`config.mk`:
```
export PLATFORM = sky130hd
export DESIGN_NAME = nearest_target_pursuit_controller_core_flat
export DESIGN_NICKNAME = d
export VERILOG_FILES = /design/src/rtl/ntpc_pkg.sv /design/src/rtl/ntpc_if.sv /design/src/rtl/ntpc_datapath.sv /design/src/rtl/ntpc_ctrl.sv /design/src/rtl/nearest_target_pursuit_controller_core.sv /design/src/flat_wrapper.sv
export SDC_FILE = /design/constraint.sdc
export NUM_CORES = 2
export LEC_CHECK = 0
export ABC_AREA = 1
export BUFFER_PORTS_ARGS = -buffer_cell sky130_fd_sc_hd__buf_2
export CORE_UTILIZATION = 40
export CTS_BUF_LIST = sky130_fd_sc_hd__clkbuf_4 sky130_fd_sc_hd__clkbuf_8
export CTS_CLUSTER_DIAMETER = 60
export DETAILED_ROUTE_END_ITERATION = 10
export SYNTH_ARGS = -nofsm -noshare
export SYNTH_HDL_FRONTEND = slang
export SYNTH_HIERARCHICAL = 1
export SYNTH_SLANG_ARGS = --single-unit
```
`constraint.sdc`:
```
create_clock -name clk -period 18.8 [get_ports clk]
set_clock_uncertainty 0.05 [all_clocks]
set_input_delay 0.94 -clock clk [delete_from_list [all_inputs] [get_ports clk]]
set_output_delay 0.94 -clock clk [all_outputs]
set_load 0.05 [all_outputs]
```
`src/rtl/ntpc_pkg.sv`:
```
// ----------------------------------------------------------------------------
// ntpc_pkg
// Shared types, constants and tables of the pursuit controller.
// ----------------------------------------------------------------------------
`default_nettype none
package ntpc_pkg;

  localparam int FRAC_BITS_DEF = 12;
  localparam int CORDIC_ITERS  = 24;
  localparam int ZW            = 34;   // angle accumulator width, Q30 signed
  localparam int CW            = 40;   // CORDIC x/y width
  localparam int SQW           = 33;   // squared distance width
  localparam int DW            = 36;   // square root working width

  localparam logic [1:0] KIND_POSE  = 2'd0;
  localparam logic [1:0] KIND_ENTRY = 2'd1;
  localparam logic [1:0] KIND_EMPTY = 2'd2;
  localparam logic [1:0] KIND_TICK  = 2'd3;

  localparam logic [1:0] REG_RADIUS = 2'd0;
  localparam logic [1:0] REG_LGAIN  = 2'd1;
  localparam logic [1:0] REG_AGAIN  = 2'd2;

  localparam logic signed [ZW-1:0] PI_Q30 = 34'sd3373259426;

  // Arctangent of 2^-i in Q30.
  function automatic logic signed [ZW-1:0] atan_q30(input logic [4:0] i);
    logic signed [ZW-1:0] r;
    case (i)
      5'd0:  r = 34'sd843314857;
      5'd1:  r = 34'sd497837829;
      5'd2:  r = 34'sd263043837;
      5'd3:  r = 34'sd133525159;
      5'd4:  r = 34'sd67021687;
      5'd5:  r = 34'sd33543516;
      5'd6:  r = 34'sd16775851;
      5'd7:  r = 34'sd8388437;
      5'd8:  r = 34'sd4194283;
      5'd9:  r = 34'sd2097149;
      default: r = (i < 5'd24) ? (ZW'(34'sd1) <<< (5'd30 - i)) : '0;
    endcase
    return r;
  endfunction

  // Controller to datapath commands.
  typedef struct packed {
    logic load;     // capture input item operands
    logic sq;       // compute squared distance of item or goal
    logic entry;    // apply target entry update
    logic pose;     // store pose
    logic init;     // start sqrt and CORDIC
    logic iter;     // one iteration step
    logic fin1;     // finish: bearing round, products
    logic fin2;     // finish: build result
  } ntpc_cmd_t;

  typedef struct packed {
    logic goal_ok;   // list seen and goal valid
    logic reached;   // distance at or below radius
  } ntpc_stat_t;

endpackage
`default_nettype wire

```
`src/rtl/ntpc_if.sv`:
```
// ----------------------------------------------------------------------------
// ntpc_in_if / ntpc_out_if
// Valid/ready channels of the pursuit controller.
// ----------------------------------------------------------------------------
`default_nettype none
interface ntpc_in_if;
  logic               valid;
  logic               ready;
  logic [1:0]         kind;
  logic [15:0]        x_pos;
  logic [15:0]        y_pos;
  logic signed [14:0] heading;
  logic [7:0]         target_id;
  logic               last_entry;
  modport source (output valid, kind, x_pos, y_pos, heading, target_id, last_entry,
                  input ready);
  modport sink   (input valid, kind, x_pos, y_pos, heading, target_id, last_entry,
                  output ready);
endinterface

interface ntpc_out_if;
  logic               valid;
  logic               ready;
  logic [19:0]        linear_speed;
  logic signed [18:0] angular_speed;
  logic               catch_flag;
  logic [7:0]         catch_id;
  modport source (output valid, linear_speed, angular_speed, catch_flag, catch_id,
                  input ready);
  modport sink   (input valid, linear_speed, angular_speed, catch_flag, catch_id,
                  output ready);
endinterface
`default_nettype wire

```
`src/rtl/ntpc_datapath.sv`:
```
// ----------------------------------------------------------------------------
// ntpc_datapath
// Pose and goal state, squared distance, bit-serial square root, CORDIC
// vectoring and output scaling.
// ----------------------------------------------------------------------------
`default_nettype none
module ntpc_datapath
  import ntpc_pkg::*;
#(
  parameter int FRAC_BITS = FRAC_BITS_DEF
) (
  input  wire logic               clk,
  input  wire logic               rst,
  input  wire ntpc_cmd_t          cmd,
  output ntpc_stat_t              stat,
  input  wire logic [1:0]         kind,
  input  wire logic [15:0]        x_pos,
  input  wire logic [15:0]        y_pos,
  input  wire logic signed [14:0] heading,
  input  wire logic [7:0]         target_id,
  input  wire logic               last_entry,
  input  wire logic [15:0]        catch_radius,
  input  wire logic [11:0]        linear_gain,
  input  wire logic [11:0]        angular_gain,
  output logic [19:0]             linear_speed,
  output logic signed [18:0]      angular_speed,
  output logic                    catch_flag,
  output logic [7:0]              catch_id
);

  localparam logic signed [ZW-1:0] RND = ZW'(34'sd1) <<< (29 - FRAC_BITS);
  localparam logic signed [ZW-1:0] PI_F = (PI_Q30 + RND) >>> (30 - FRAC_BITS);

  // Architectural state.
  logic [15:0]        own_x, own_y, goal_x, goal_y, best_x, best_y;
  logic signed [14:0] own_heading;
  logic               list_seen, goal_valid;
  logic [7:0]         goal_id, best_id;
  logic [SQW-1:0]     best_dist_sq;

  // Working registers.
  logic [15:0]        op_x, op_y;
  logic [7:0]         op_id;
  logic               op_last;
  logic signed [16:0] dx, dy;
  logic [SQW-1:0]     dsq;
  logic [SQW-1:0]     rem;      // sqrt remainder operand
  logic [DW-1:0]      root;     // partial root, scaled by the current bit
  logic [35:0]        sbit;
  logic signed [CW-1:0] cx, cy;
  logic signed [ZW-1:0] cz;
  logic [4:0]         it;
  logic signed [ZW-1:0] err;
  logic [31:0]        lin_p;
  logic signed [35:0] ang_p;
  logic signed [35:0] ang_shift;

  logic signed [33:0] dx2, dy2;
  assign dx2 = dx * dx;
  assign dy2 = dy * dy;

  assign stat.goal_ok = list_seen & goal_valid;
  assign stat.reached = (root <= DW'(catch_radius));

  // Sqrt step: one result bit per iteration (two bits of operand).
  logic [35:0] rsum;
  assign rsum = root + sbit;

  // CORDIC step.
  logic signed [CW-1:0] sx, sy;
  assign sx = cx >>> it;
  assign sy = cy >>> it;

  // Bearing rounding and wrap.
  logic signed [ZW-1:0] bear, e0;
  assign bear = (cz + RND) >>> (30 - FRAC_BITS);
  assign e0 = bear - ZW'(own_heading);

  // Turn rate product and scaling.
  assign ang_p = 36'(err) * $signed({24'd0, angular_gain});
  assign ang_shift = ang_p >>> 8;

  always_ff @(posedge clk) begin
    if (rst) begin
      own_x <= '0; own_y <= '0; own_heading <= '0;
      list_seen <= 1'b0; goal_valid <= 1'b0;
      goal_x <= '0; goal_y <= '0; goal_id <= '0;
      best_dist_sq <= '1; best_x <= '0; best_y <= '0; best_id <= '0;
    end else begin
      if (cmd.load) begin
        op_x <= x_pos; op_y <= y_pos; op_id <= target_id; op_last <= last_entry;
        if (kind == KIND_TICK) begin
          dx <= $signed({1'b0, goal_x}) - $signed({1'b0, own_x});
          dy <= $signed({1'b0, goal_y}) - $signed({1'b0, own_y});
        end else begin
          dx <= $signed({1'b0, x_pos}) - $signed({1'b0, own_x});
          dy <= $signed({1'b0, y_pos}) - $signed({1'b0, own_y});
        end
        if (kind == KIND_EMPTY) list_seen <= 1'b1;
      end
      if (cmd.pose) begin
        own_x <= x_pos; own_y <= y_pos; own_heading <= heading;
      end
      if (cmd.sq) dsq <= SQW'(dx2) + SQW'(dy2);
      if (cmd.entry) begin
        if (op_last) begin
          goal_valid <= 1'b1; list_seen <= 1'b1; best_dist_sq <= '1;
          if (dsq < best_dist_sq) begin
            goal_x <= op_x; goal_y <= op_y; goal_id <= op_id;
            best_x <= op_x; best_y <= op_y; best_id <= op_id;
          end else begin
            goal_x <= best_x; goal_y <= best_y; goal_id <= best_id;
          end
        end else if (dsq < best_dist_sq) begin
          best_dist_sq <= dsq; best_x <= op_x; best_y <= op_y; best_id <= op_id;
        end
      end
      // Start sqrt and CORDIC with the left half plane folded.
      if (cmd.init) begin
        rem  <= SQW'(dx2) + SQW'(dy2);
        root <= '0;
        sbit <= 36'h1_0000_0000;
        it   <= '0;
        if (dx < 0) begin
          cz <= (dy < 0) ? -PI_Q30 : PI_Q30;
          cx <= CW'(-dx) <<< 20;
          cy <= CW'(-dy) <<< 20;
        end else begin
          cz <= '0;
          cx <= CW'(dx) <<< 20;
          cy <= CW'(dy) <<< 20;
        end
      end
      if (cmd.iter) begin
        // The root is complete once the operand bit has shifted out.
        if (sbit != '0) begin
          if ({3'd0, rem} >= rsum) begin
            rem  <= rem - SQW'(rsum);
            root <= (root >> 1) + sbit;
          end else begin
            root <= root >> 1;
          end
          sbit <= sbit >> 2;
        end
        if (cy > 0) begin
          cx <= cx + sy; cy <= cy - sx; cz <= cz + atan_q30(it);
        end else begin
          cx <= cx - sy; cy <= cy + sx; cz <= cz - atan_q30(it);
        end
        it <= it + 5'd1;
      end
      if (cmd.fin1) begin
        if (dx == 0 && dy == 0) err <= -ZW'(own_heading);
        else if (e0 > PI_F) err <= e0 - 2 * PI_F;
        else if (e0 < -PI_F) err <= e0 + 2 * PI_F;
        else err <= e0;
        lin_p <= 32'(root) * 32'(linear_gain);
      end
      if (cmd.fin2) begin
        if (stat.reached) begin
          linear_speed <= '0; angular_speed <= '0;
          catch_flag <= 1'b1; catch_id <= goal_id;
          goal_valid <= 1'b0;
        end else begin
          linear_speed <= (lin_p[31:8] > 24'd1048575) ? 20'hFFFFF : lin_p[27:8];
          if (ang_shift > 36'sd262143) angular_speed <= 19'sd262143;
          else if (ang_shift < -36'sd262144) angular_speed <= -19'sd262144;
          else angular_speed <= ang_shift[18:0];
          catch_flag <= 1'b0; catch_id <= '0;
        end
      end
    end
  end

endmodule
`default_nettype wire

```
`src/rtl/ntpc_ctrl.sv`:
```
// ----------------------------------------------------------------------------
// ntpc_ctrl
// Sequencer: accepts items, steps the datapath, presents results.
// ----------------------------------------------------------------------------
`default_nettype none
module ntpc_ctrl
  import ntpc_pkg::*;
(
  input  wire logic       clk,
  input  wire logic       rst,
  input  wire logic       in_valid,
  output logic            in_ready,
  input  wire logic [1:0] kind,
  output logic            out_valid,
  input  wire logic       out_ready,
  output ntpc_cmd_t       cmd,
  input  wire ntpc_stat_t stat
);

  typedef enum logic [2:0] {S_IDLE, S_SQ, S_ENTRY, S_ITER, S_FIN1, S_FIN2, S_OUT} state_t;
  state_t     state;
  logic [4:0] cnt;

  assign in_ready  = (state == S_IDLE);
  assign out_valid = (state == S_OUT);

  // Commands decoded from state.
  always_comb begin
    cmd = '0;
    cmd.load = in_valid && in_ready;
    cmd.pose = cmd.load && (kind == KIND_POSE);
    unique case (state)
      S_SQ:    cmd.sq = 1'b1;
      S_ENTRY: cmd.entry = 1'b1;
      S_ITER:  cmd.iter = 1'b1;
      S_FIN1:  cmd.fin1 = 1'b1;
      S_FIN2:  cmd.fin2 = 1'b1;
      default: ;
    endcase
    if (state == S_SQ && cnt == 5'd1) cmd.init = 1'b1;
  end

  always_ff @(posedge clk) begin
    if (rst) begin
      state <= S_IDLE;
      cnt   <= '0;
    end else begin
      unique case (state)
        S_IDLE: if (in_valid) begin
          if (kind == KIND_ENTRY) begin
            state <= S_SQ; cnt <= 5'd0;
          end else if (kind == KIND_TICK && stat.goal_ok) begin
            state <= S_SQ; cnt <= 5'd1;
          end
        end
        S_SQ:    state <= (cnt == 5'd1) ? S_ITER : S_ENTRY;
        S_ENTRY: state <= S_IDLE;
        S_ITER: begin
          cnt <= cnt + 5'd1;
          if (cnt == 5'd24) state <= S_FIN1;
        end
        S_FIN1:  state <= S_FIN2;
        S_FIN2:  state <= S_OUT;
        S_OUT:   if (out_ready) state <= S_IDLE;
        default: state <= S_IDLE;
      endcase
    end
  end

endmodule
`default_nettype wire

```
`src/rtl/nearest_target_pursuit_controller_core.sv`:
```
// ----------------------------------------------------------------------------
// nearest_target_pursuit_controller_core
// Nearest-target selection and proportional go-to-goal control.
// ----------------------------------------------------------------------------
// channel   direction  payload
// in        sink       kind, x_pos, y_pos, heading, target_id, last_entry
// out       source     linear_speed, angular_speed, catch_flag, catch_id
// cfg       APB        catch_radius, linear_gain, angular_gain
//
// Pose, empty-list and goal-less tick items are handled in S_IDLE alone; target
// entries pass S_SQ and S_ENTRY. A tick with a goal runs operand setup, 24 CORDIC
// steps that also step the square root until done, S_FIN1, S_FIN2 and S_OUT.
// A result waits in the output register until taken; reset is synchronous.
// ----------------------------------------------------------------------------
`default_nettype none
module nearest_target_pursuit_controller_core
  import ntpc_pkg::*;
#(
  parameter int FRAC_BITS = FRAC_BITS_DEF
) (
  input  wire logic        clk,
  input  wire logic        rst,
  ntpc_in_if.sink          in_ch,
  ntpc_out_if.source       out_ch,
  input  wire logic        psel,
  input  wire logic        penable,
  input  wire logic        pwrite,
  input  wire logic [3:0]  paddr,
  input  wire logic [31:0] pwdata,
  output logic [31:0]      prdata,
  output logic             pready
);

  logic [15:0] catch_radius;
  logic [11:0] linear_gain, angular_gain;
  ntpc_cmd_t   cmd;
  ntpc_stat_t  stat;

  assign pready = 1'b1;

  // Register writes.
  always_ff @(posedge clk) begin
    if (rst) begin
      catch_radius <= 16'd2048;
      linear_gain  <= 12'd512;
      angular_gain <= 12'd1536;
    end else if (psel && penable && pwrite && paddr[1:0] == 2'b00) begin
      unique case (paddr[3:2])
        REG_RADIUS: catch_radius <= pwdata[15:0];
        REG_LGAIN:  linear_gain  <= pwdata[11:0];
        REG_AGAIN:  angular_gain <= pwdata[11:0];
        default: ;
      endcase
    end
  end

  // Register reads.
  always_comb begin
    unique case (paddr[3:2])
      REG_RADIUS: prdata = {16'd0, catch_radius};
      REG_LGAIN:  prdata = {20'd0, linear_gain};
      REG_AGAIN:  prdata = {20'd0, angular_gain};
      default:    prdata = '0;
    endcase
  end

  ntpc_ctrl u_ctrl (
    .clk, .rst,
    .in_valid (in_ch.valid), .in_ready (in_ch.ready), .kind (in_ch.kind),
    .out_valid (out_ch.valid), .out_ready (out_ch.ready),
    .cmd, .stat
  );

  ntpc_datapath #(.FRAC_BITS(FRAC_BITS)) u_dp (
    .clk, .rst, .cmd, .stat,
    .kind (in_ch.kind), .x_pos (in_ch.x_pos), .y_pos (in_ch.y_pos),
    .heading (in_ch.heading), .target_id (in_ch.target_id),
    .last_entry (in_ch.last_entry),
    .catch_radius, .linear_gain, .angular_gain,
    .linear_speed (out_ch.linear_speed), .angular_speed (out_ch.angular_speed),
    .catch_flag (out_ch.catch_flag), .catch_id (out_ch.catch_id)
  );

endmodule
`default_nettype wire
```
`src/flat_wrapper.sv`:
```
// flat-port wrapper written by rule: the top's interface ports become plain ports
module nearest_target_pursuit_controller_core_flat import ntpc_pkg::*;
#(
  parameter int FRAC_BITS = FRAC_BITS_DEF
)
  (clk, rst, psel, penable, pwrite, paddr, pwdata, prdata, pready, in_ch_valid, in_ch_kind, in_ch_x_pos, in_ch_y_pos, in_ch_heading, in_ch_target_id, in_ch_last_entry, in_ch_ready, out_ch_valid, out_ch_linear_speed, out_ch_angular_speed, out_ch_catch_flag, out_ch_catch_id, out_ch_ready);
  ntpc_in_if in_ch_i ();
  ntpc_out_if out_ch_i ();
  input  wire logic clk;
  input  wire logic rst;
  input  wire logic psel;
  input  wire logic penable;
  input  wire logic pwrite;
  input  wire logic [3:0] paddr;
  input  wire logic [31:0] pwdata;
  output logic [31:0] prdata;
  output logic pready;
  input wire logic [$bits(in_ch_i.valid)-1:0] in_ch_valid;
  input wire logic [$bits(in_ch_i.kind)-1:0] in_ch_kind;
  input wire logic [$bits(in_ch_i.x_pos)-1:0] in_ch_x_pos;
  input wire logic [$bits(in_ch_i.y_pos)-1:0] in_ch_y_pos;
  input wire logic [$bits(in_ch_i.heading)-1:0] in_ch_heading;
  input wire logic [$bits(in_ch_i.target_id)-1:0] in_ch_target_id;
  input wire logic [$bits(in_ch_i.last_entry)-1:0] in_ch_last_entry;
  output wire logic [$bits(in_ch_i.ready)-1:0] in_ch_ready;
  output wire logic [$bits(out_ch_i.valid)-1:0] out_ch_valid;
  output wire logic [$bits(out_ch_i.linear_speed)-1:0] out_ch_linear_speed;
  output wire logic [$bits(out_ch_i.angular_speed)-1:0] out_ch_angular_speed;
  output wire logic [$bits(out_ch_i.catch_flag)-1:0] out_ch_catch_flag;
  output wire logic [$bits(out_ch_i.catch_id)-1:0] out_ch_catch_id;
  input wire logic [$bits(out_ch_i.ready)-1:0] out_ch_ready;
  assign in_ch_i.valid = in_ch_valid;
  assign in_ch_i.kind = in_ch_kind;
  assign in_ch_i.x_pos = in_ch_x_pos;
  assign in_ch_i.y_pos = in_ch_y_pos;
  assign in_ch_i.heading = in_ch_heading;
  assign in_ch_i.target_id = in_ch_target_id;
  assign in_ch_i.last_entry = in_ch_last_entry;
  assign in_ch_ready = in_ch_i.ready;
  assign out_ch_valid = out_ch_i.valid;
  assign out_ch_linear_speed = out_ch_i.linear_speed;
  assign out_ch_angular_speed = out_ch_i.angular_speed;
  assign out_ch_catch_flag = out_ch_i.catch_flag;
  assign out_ch_catch_id = out_ch_i.catch_id;
  assign out_ch_i.ready = out_ch_ready;
  nearest_target_pursuit_controller_core #(.FRAC_BITS(FRAC_BITS)) u_core (.clk(clk), .rst(rst), .in_ch(in_ch_i), .out_ch(out_ch_i), .psel(psel), .penable(penable), .pwrite(pwrite), .paddr(paddr), .pwdata(pwdata), .prdata(prdata), .pready(pready));
endmodule
```
## Word level (Yosys, flattened, before mapping)

Cells that the tools add are included.

| word-level totals | value |
|---|---|
| logic and storage cells | 215 |
| bits of input ports | 101 |
| output and inout port bits | 83 |
| bits in registers | 656 |

| cells by class | value |
|---|---|
| shift-type cells | 3 |
| bitwise operators | 2 |
| multipliers | 4 |
| equality and inequality tests | 26 |
| $lt $le $gt $ge | 12 |
| reduce and logical (&&, ||, !) cells | 32 |
| add/subtract/negate cells | 24 |
| mux-type cells | 74 |

Operators by type and width:

| cell | count |
|---|---|
| $mux 34 | 15 |
| $pmux 34 s10 | 1 |
| $mux 40 | 8 |
| $mux 36 | 7 |
| $mux 33 | 6 |
| $add 40x40->40 | 2 |
| $sshr 40x5->40 | 2 |
| $sub 40x40->40 | 2 |
| $sub 16x16->17 | 4 |
| $mul 17x17->33 | 2 |
| $logic_not 32->1 | 2 |
| $pmux 16 s3 | 1 |
| $gt 40x1->1 const B | 1 |
| $neg 17->20 | 2 |
| $add 35x36->36 | 1 |
| $add 36x36->36 | 1 |
| $ge 33x36->1 | 1 |
| $le 36x16->1 | 1 |
| $mul 34x13->36 | 1 |
| $reduce_bool 36->1 | 1 |
| $add 34x19->34 const B | 1 |
| $add 34x34->34 | 1 |
| $lt 17x1->1 const B | 2 |
| $mux 17 | 2 |
| other kinds (52) | 110 |

## Depth between registers and ports, before layout

| depth | value |
|---|---|
| depth in word-level cells | 10 |
| gate-level depth with buffers | 38 |
| gate-level depth less buffers | 35 |

## Modules after synthesis

Netlist, hierarchy kept.

Modules (own cells, without submodules):

| module | area each (sq um) | times used | cells each |
|---|---|---|---|
| ntpc_datapath | 91127.4 | 1 | 12456 |
| nearest_target_pursuit_controller_core | 2303.5 | 1 | 369 |
| ntpc_ctrl | 605.6 | 1 | 93 |

## Worst setup path before layout

OpenSTA, ideal clock, no wires.

| path | value |
|---|---|
| kind | register to register |
| start | reg u_core.u_dp.dy[16] |
| end | reg u_core.u_dp.rem[25] (data pin) |
| path slack | 11.020 ns |
| required time | 18.498 ns |
| period minus slack after synthesis | 7.780 ns |
| path buffers | 2 |
| stages on the path, launching flop included | 32 |
| arrival | 7.478 ns |
| cell sequence | edfxtp_1 > clkbuf_1 > clkbuf_1 > nand2_1 > fa_1 > inv_1 > fa_1 > inv_1 > fa_1 > fa_1 > inv_1 > fa_1 > fa_1 > fa_1 > inv_1 > fa_1 > inv_1 > ha_1 > nand2_1 > inv_1 > nand2_1 > nor3_1 > nand4_1 > nand3_1 > inv_1 > o21ai_0 > a21oi_1 > or2_2 > nand3_1 > nand2_1 > nand2_1 > nand2_1 |

| on the way | value |
|---|---|
| word-level cells in the longest chain between the ends | 6 |

Ends and longest elaborated chain:

| item | line | text |
|---|---|---|
| start: declaration | ntpc_datapath.sv:45 | `logic signed [16:0] dx, dy;` |
| start signal: assignment | ntpc_datapath.sv:94 | `dy <= $signed({1'b0, goal_y}) - $signed({1'b0, own_y});` |
| start signal: assignment | ntpc_datapath.sv:97 | `dy <= $signed({1'b0, y_pos}) - $signed({1'b0, own_y});` |
| $mul 17x17->33 (*) | ntpc_datapath.sv:60 | `assign dy2 = dy * dy;` |
| $add 33x33->33 (*) | ntpc_datapath.sv:120 | `rem <= SQW'(dx2) + SQW'(dy2);` |
| $mux 33 (*) | ntpc_datapath.sv:119 | `if (cmd.init) begin` |
| $mux 33 | ntpc_datapath.sv:137 | `if ({3'd0, rem} >= rsum) begin` |
| $mux 33 | ntpc_datapath.sv:136 | `if (sbit != '0) begin` |
| $mux 33 (*) | ntpc_datapath.sv:134 | `if (cmd.iter) begin` |
| end signal: assignment | ntpc_datapath.sv:120 |  |
| end signal: assignment | ntpc_datapath.sv:138 | `rem <= rem - SQW'(rsum);` |
| end: declaration | ntpc_datapath.sv:47 | `logic [SQW-1:0] rem;` |

Every way passes the cells marked *; elsewhere a longest branch is shown, timed or not.
A chain may end at the register's enable or synchronous reset.

## Final worst setup path

Ends and elaborated chain as after synthesis.

==> flow_summary.yaml <==
layout:
  multi_input_area_um2: 64400
  area_growth_pct: 7.15
  fin_nets: 14700
  register_area_um2: 17400
  drive_gt1_share_pct: 5.38
  fill_cells: 24100
sta:
  final_max_slew_viol_count: 0
  fin_crit_ns: 8.80
  rsz0062_at_grt: "no"
  timing.final.ws_setup_ns: 10.0
  hold_violations: 0
  max_freq_mhz: 114
  whs_ns: 0.119
  relSlewSlack_pct: 18.6
  worst_pin_slew_ns: 1.21
  setup_viol: 0
  fin_tns_setup_ns: 0
  period_share_pct: 46.8
clocking:
  cts_setup_buffers: 0
  clock_path_buffers: 3
  htree_levels: 4
  clk_pin_slew_ns: 0.06
  cts_inserted_buffers: 135
  cts_tree: "built"
  root_buffer: "clkbuf_8"
  insertion_delay_ns: 0.98
  clock_sinks: 648
worst_hold_path:
  hp-class: "in2reg"
  holdPathStages: 1
setup_path:
  cp_common_cell: "fa_1"
  rr_worst_depth: 30
  critical_path_class: "reg2reg"
  crit_buf_inv: 8
  cp.required_ns: 19.45
  worstPathMaxFanout: 33
  cpLargestDelayFamily: "adder cells"
  worstPathArrival_ns: 9.45
  cp.depth: 30
  endpoint_kind: "flop"
  critPathLaunchType: "flop"
  slowest_stage: "fa_1"
  slowest_delay_ns: 0.78
logic_synthesis:
  synth_cells: 12900
  synth_edf_count: 438
  seq_area_frac_synth_pct: 18.5
  yosysWarnings: 6
  syn_avg_cell_area_um2: 7.28
  yosysUniqueCellTypes: 71
  synth-async-reset-ratio_pct: 0
  ys_ff_latch: 648
  synth_ff_type: "edfxtp_1"
  netlist_area_um2: 94000
die:
  initial_core_util_pct: 40.3
  dieArea_um2: 237000
  ios: 184
  die_w_um: 487
  fp.dieH_um: 487
  rows: 177
  coreArea_um2: 233000
grt:
  grtUsageTotal_pct: 24.2
  gr-total-overflow: 0
  antenna_found_initial: 4
  grt_pass1_vias: 80000
  grt_max_degree: 93
  grt_pass1_wl_mm: 452
placed_design:
  dp_hpwl_mm: 221
  io_buffers: 150
  gp_congestion: 0.976
  dp_slack_ns: 10.02
outcome:
  outcome: "complete, no violations"
detailed_routing:
  wire_per_inst_um: 17.6
  drt-initial-drc-count: 6551
  vias: 81600
  first_pass_iters: 6
  route.antenna.remaining_nets: 0
  drc: 0
  avgViaCountPerCell: 5.06
  drt_wl_total_mm: 284
run:
  max-cap-violations: 0
-- kinds of logic after synthesis --
kind of cell,Yosys count,share of synthesized area [%]
flip-flops,648,18.5
AND/OR/NAND/NOR,5293,23.3
multiplexers,1,0.0106
other,2,0.00799
buffers and inverters,3223,13.3
adder cells (fa/ha/maj),1708,31.6
XOR/XNOR,391,3.64
AO/OA/AOI/OAI,1652,9.69
-- flip-flops by register name, summed over array words and instances, names as in the netlist, 17 cells and up --
register and flops:
u_core/u_dp/lin_p 24, u_core/u_dp/cx 40, u_core/u_dp/angular_speed 19, u_core/u_dp/sbit 36
u_core/u_dp/rem 33, u_core/u_dp/linear_speed 20, u_core/u_dp/dx 17, u_core/u_dp/root 36
u_core/u_dp/best_dist_sq 33, u_core/u_dp/dy 17, u_core/u_dp/err 34, u_core/u_dp/dsq 33
u_core/u_dp/cz 34, u_core/u_dp/cy 40
-- per-stage QoR --
step                area [um^2]  util (%)  std cells
detailed placement        97700      41.9      15900
global placement          97700      41.9      15900
finish                   101000      43.2      16100
CTS                      101000      43.2      16100
floorplan                 94100         -      12900
global route             101000      43.2      16100
-- final cells by class --
class | count | area share, %
Antenna cell | 7 | 0.0174
Clock buffer | 190 | 2.33
Clock inverter | 56 | 0.707
Inverter | 2748 | 10.3
Multi-Input combinational cell | 9062 | 63.9
Sequential cell | 648 | 17.2
Tap cell | 3132 | 3.89
Timing Repair Buffer | 277 | 1.70
-- worst paths after layout --
kind                                          endpoint                    from  slack [ns]
worst min register to register  u_core/u_dp/best_y[15]  u_core/u_dp/best_y[15]        0.40
worst max-delay path               u_core/u_dp/rem[25]      u_core/u_dp/dy[16]        10.0
worst max register to register     u_core/u_dp/rem[25]      u_core/u_dp/dy[16]        10.0
worst min-delay path              u_core/u_dp/op_id[7]      in_ch_target_id[7]        0.12
-- repair_timing --
item	CTS	global route
endpoints found under the setup margin	0	0
endpoints found under the hold margin	2	0
hold buffers	2	0
gates resized for setup	0	0
-- metal layers --
layer	share of wire (%)	up-vias	track usage (%)
li1	-	39900	-
met5	0.0095	-	0
met3	6.0	373	3.20
met1	45	38900	33.5
met2	46	2379	39.1
met4	3.0	4	7.20
-- cell usage in the layout (no fill, tap or decap), types with 17 or more instances in the layout --
cell type	count
inv_1	2686
xor2_1	255
o21ai_0	577
nand2_1	3414
fa_1	1110
nand4_1	146
ha_1	598
o211ai_1	24
buf_2	149
a21o_1	43
nor3_1	102
a21oi_1	648
o22ai_1	34
clkbuf_4	43
o221ai_1	20
dfxtp_1	206
inv_2	46
xnor2_1	136
clkinv_1	18
buf_4	126
edfxtp_1	438
nor2_1	733
o21bai_1	47
clkbuf_8	147
a21boi_0	20
o21a_1	32
o21ai_1	74
a31oi_1	63
conb_1	17
nor2_2	29
nor4_1	46
nand3_1	686
nand2_2	27
-- synthesized netlist by cell type, types with 104 or more instances --
cell type / count / area share [%]
a21oi_1: 649 / 3.5
clkbuf_1: 291 / 1.2
dfxtp_1: 210 / 4.5
edfxtp_1: 438 / 14
fa_1: 1110 / 24
ha_1: 598 / 8.0
inv_1: 2688 / 11
nand2_1: 3416 / 14
nand3_1: 686 / 3.7
nand4_1: 146 / 0.97
nor2_1: 741 / 3.0
nor3_1: 104 / 0.55
o21ai_0: 577 / 3.1
xnor2_1: 136 / 1.3
xor2_1: 255 / 2.4
Power is left out: the tool's default activity adds up to more than one toggle a clock period on the data nets, which glitch-free logic cannot reach.
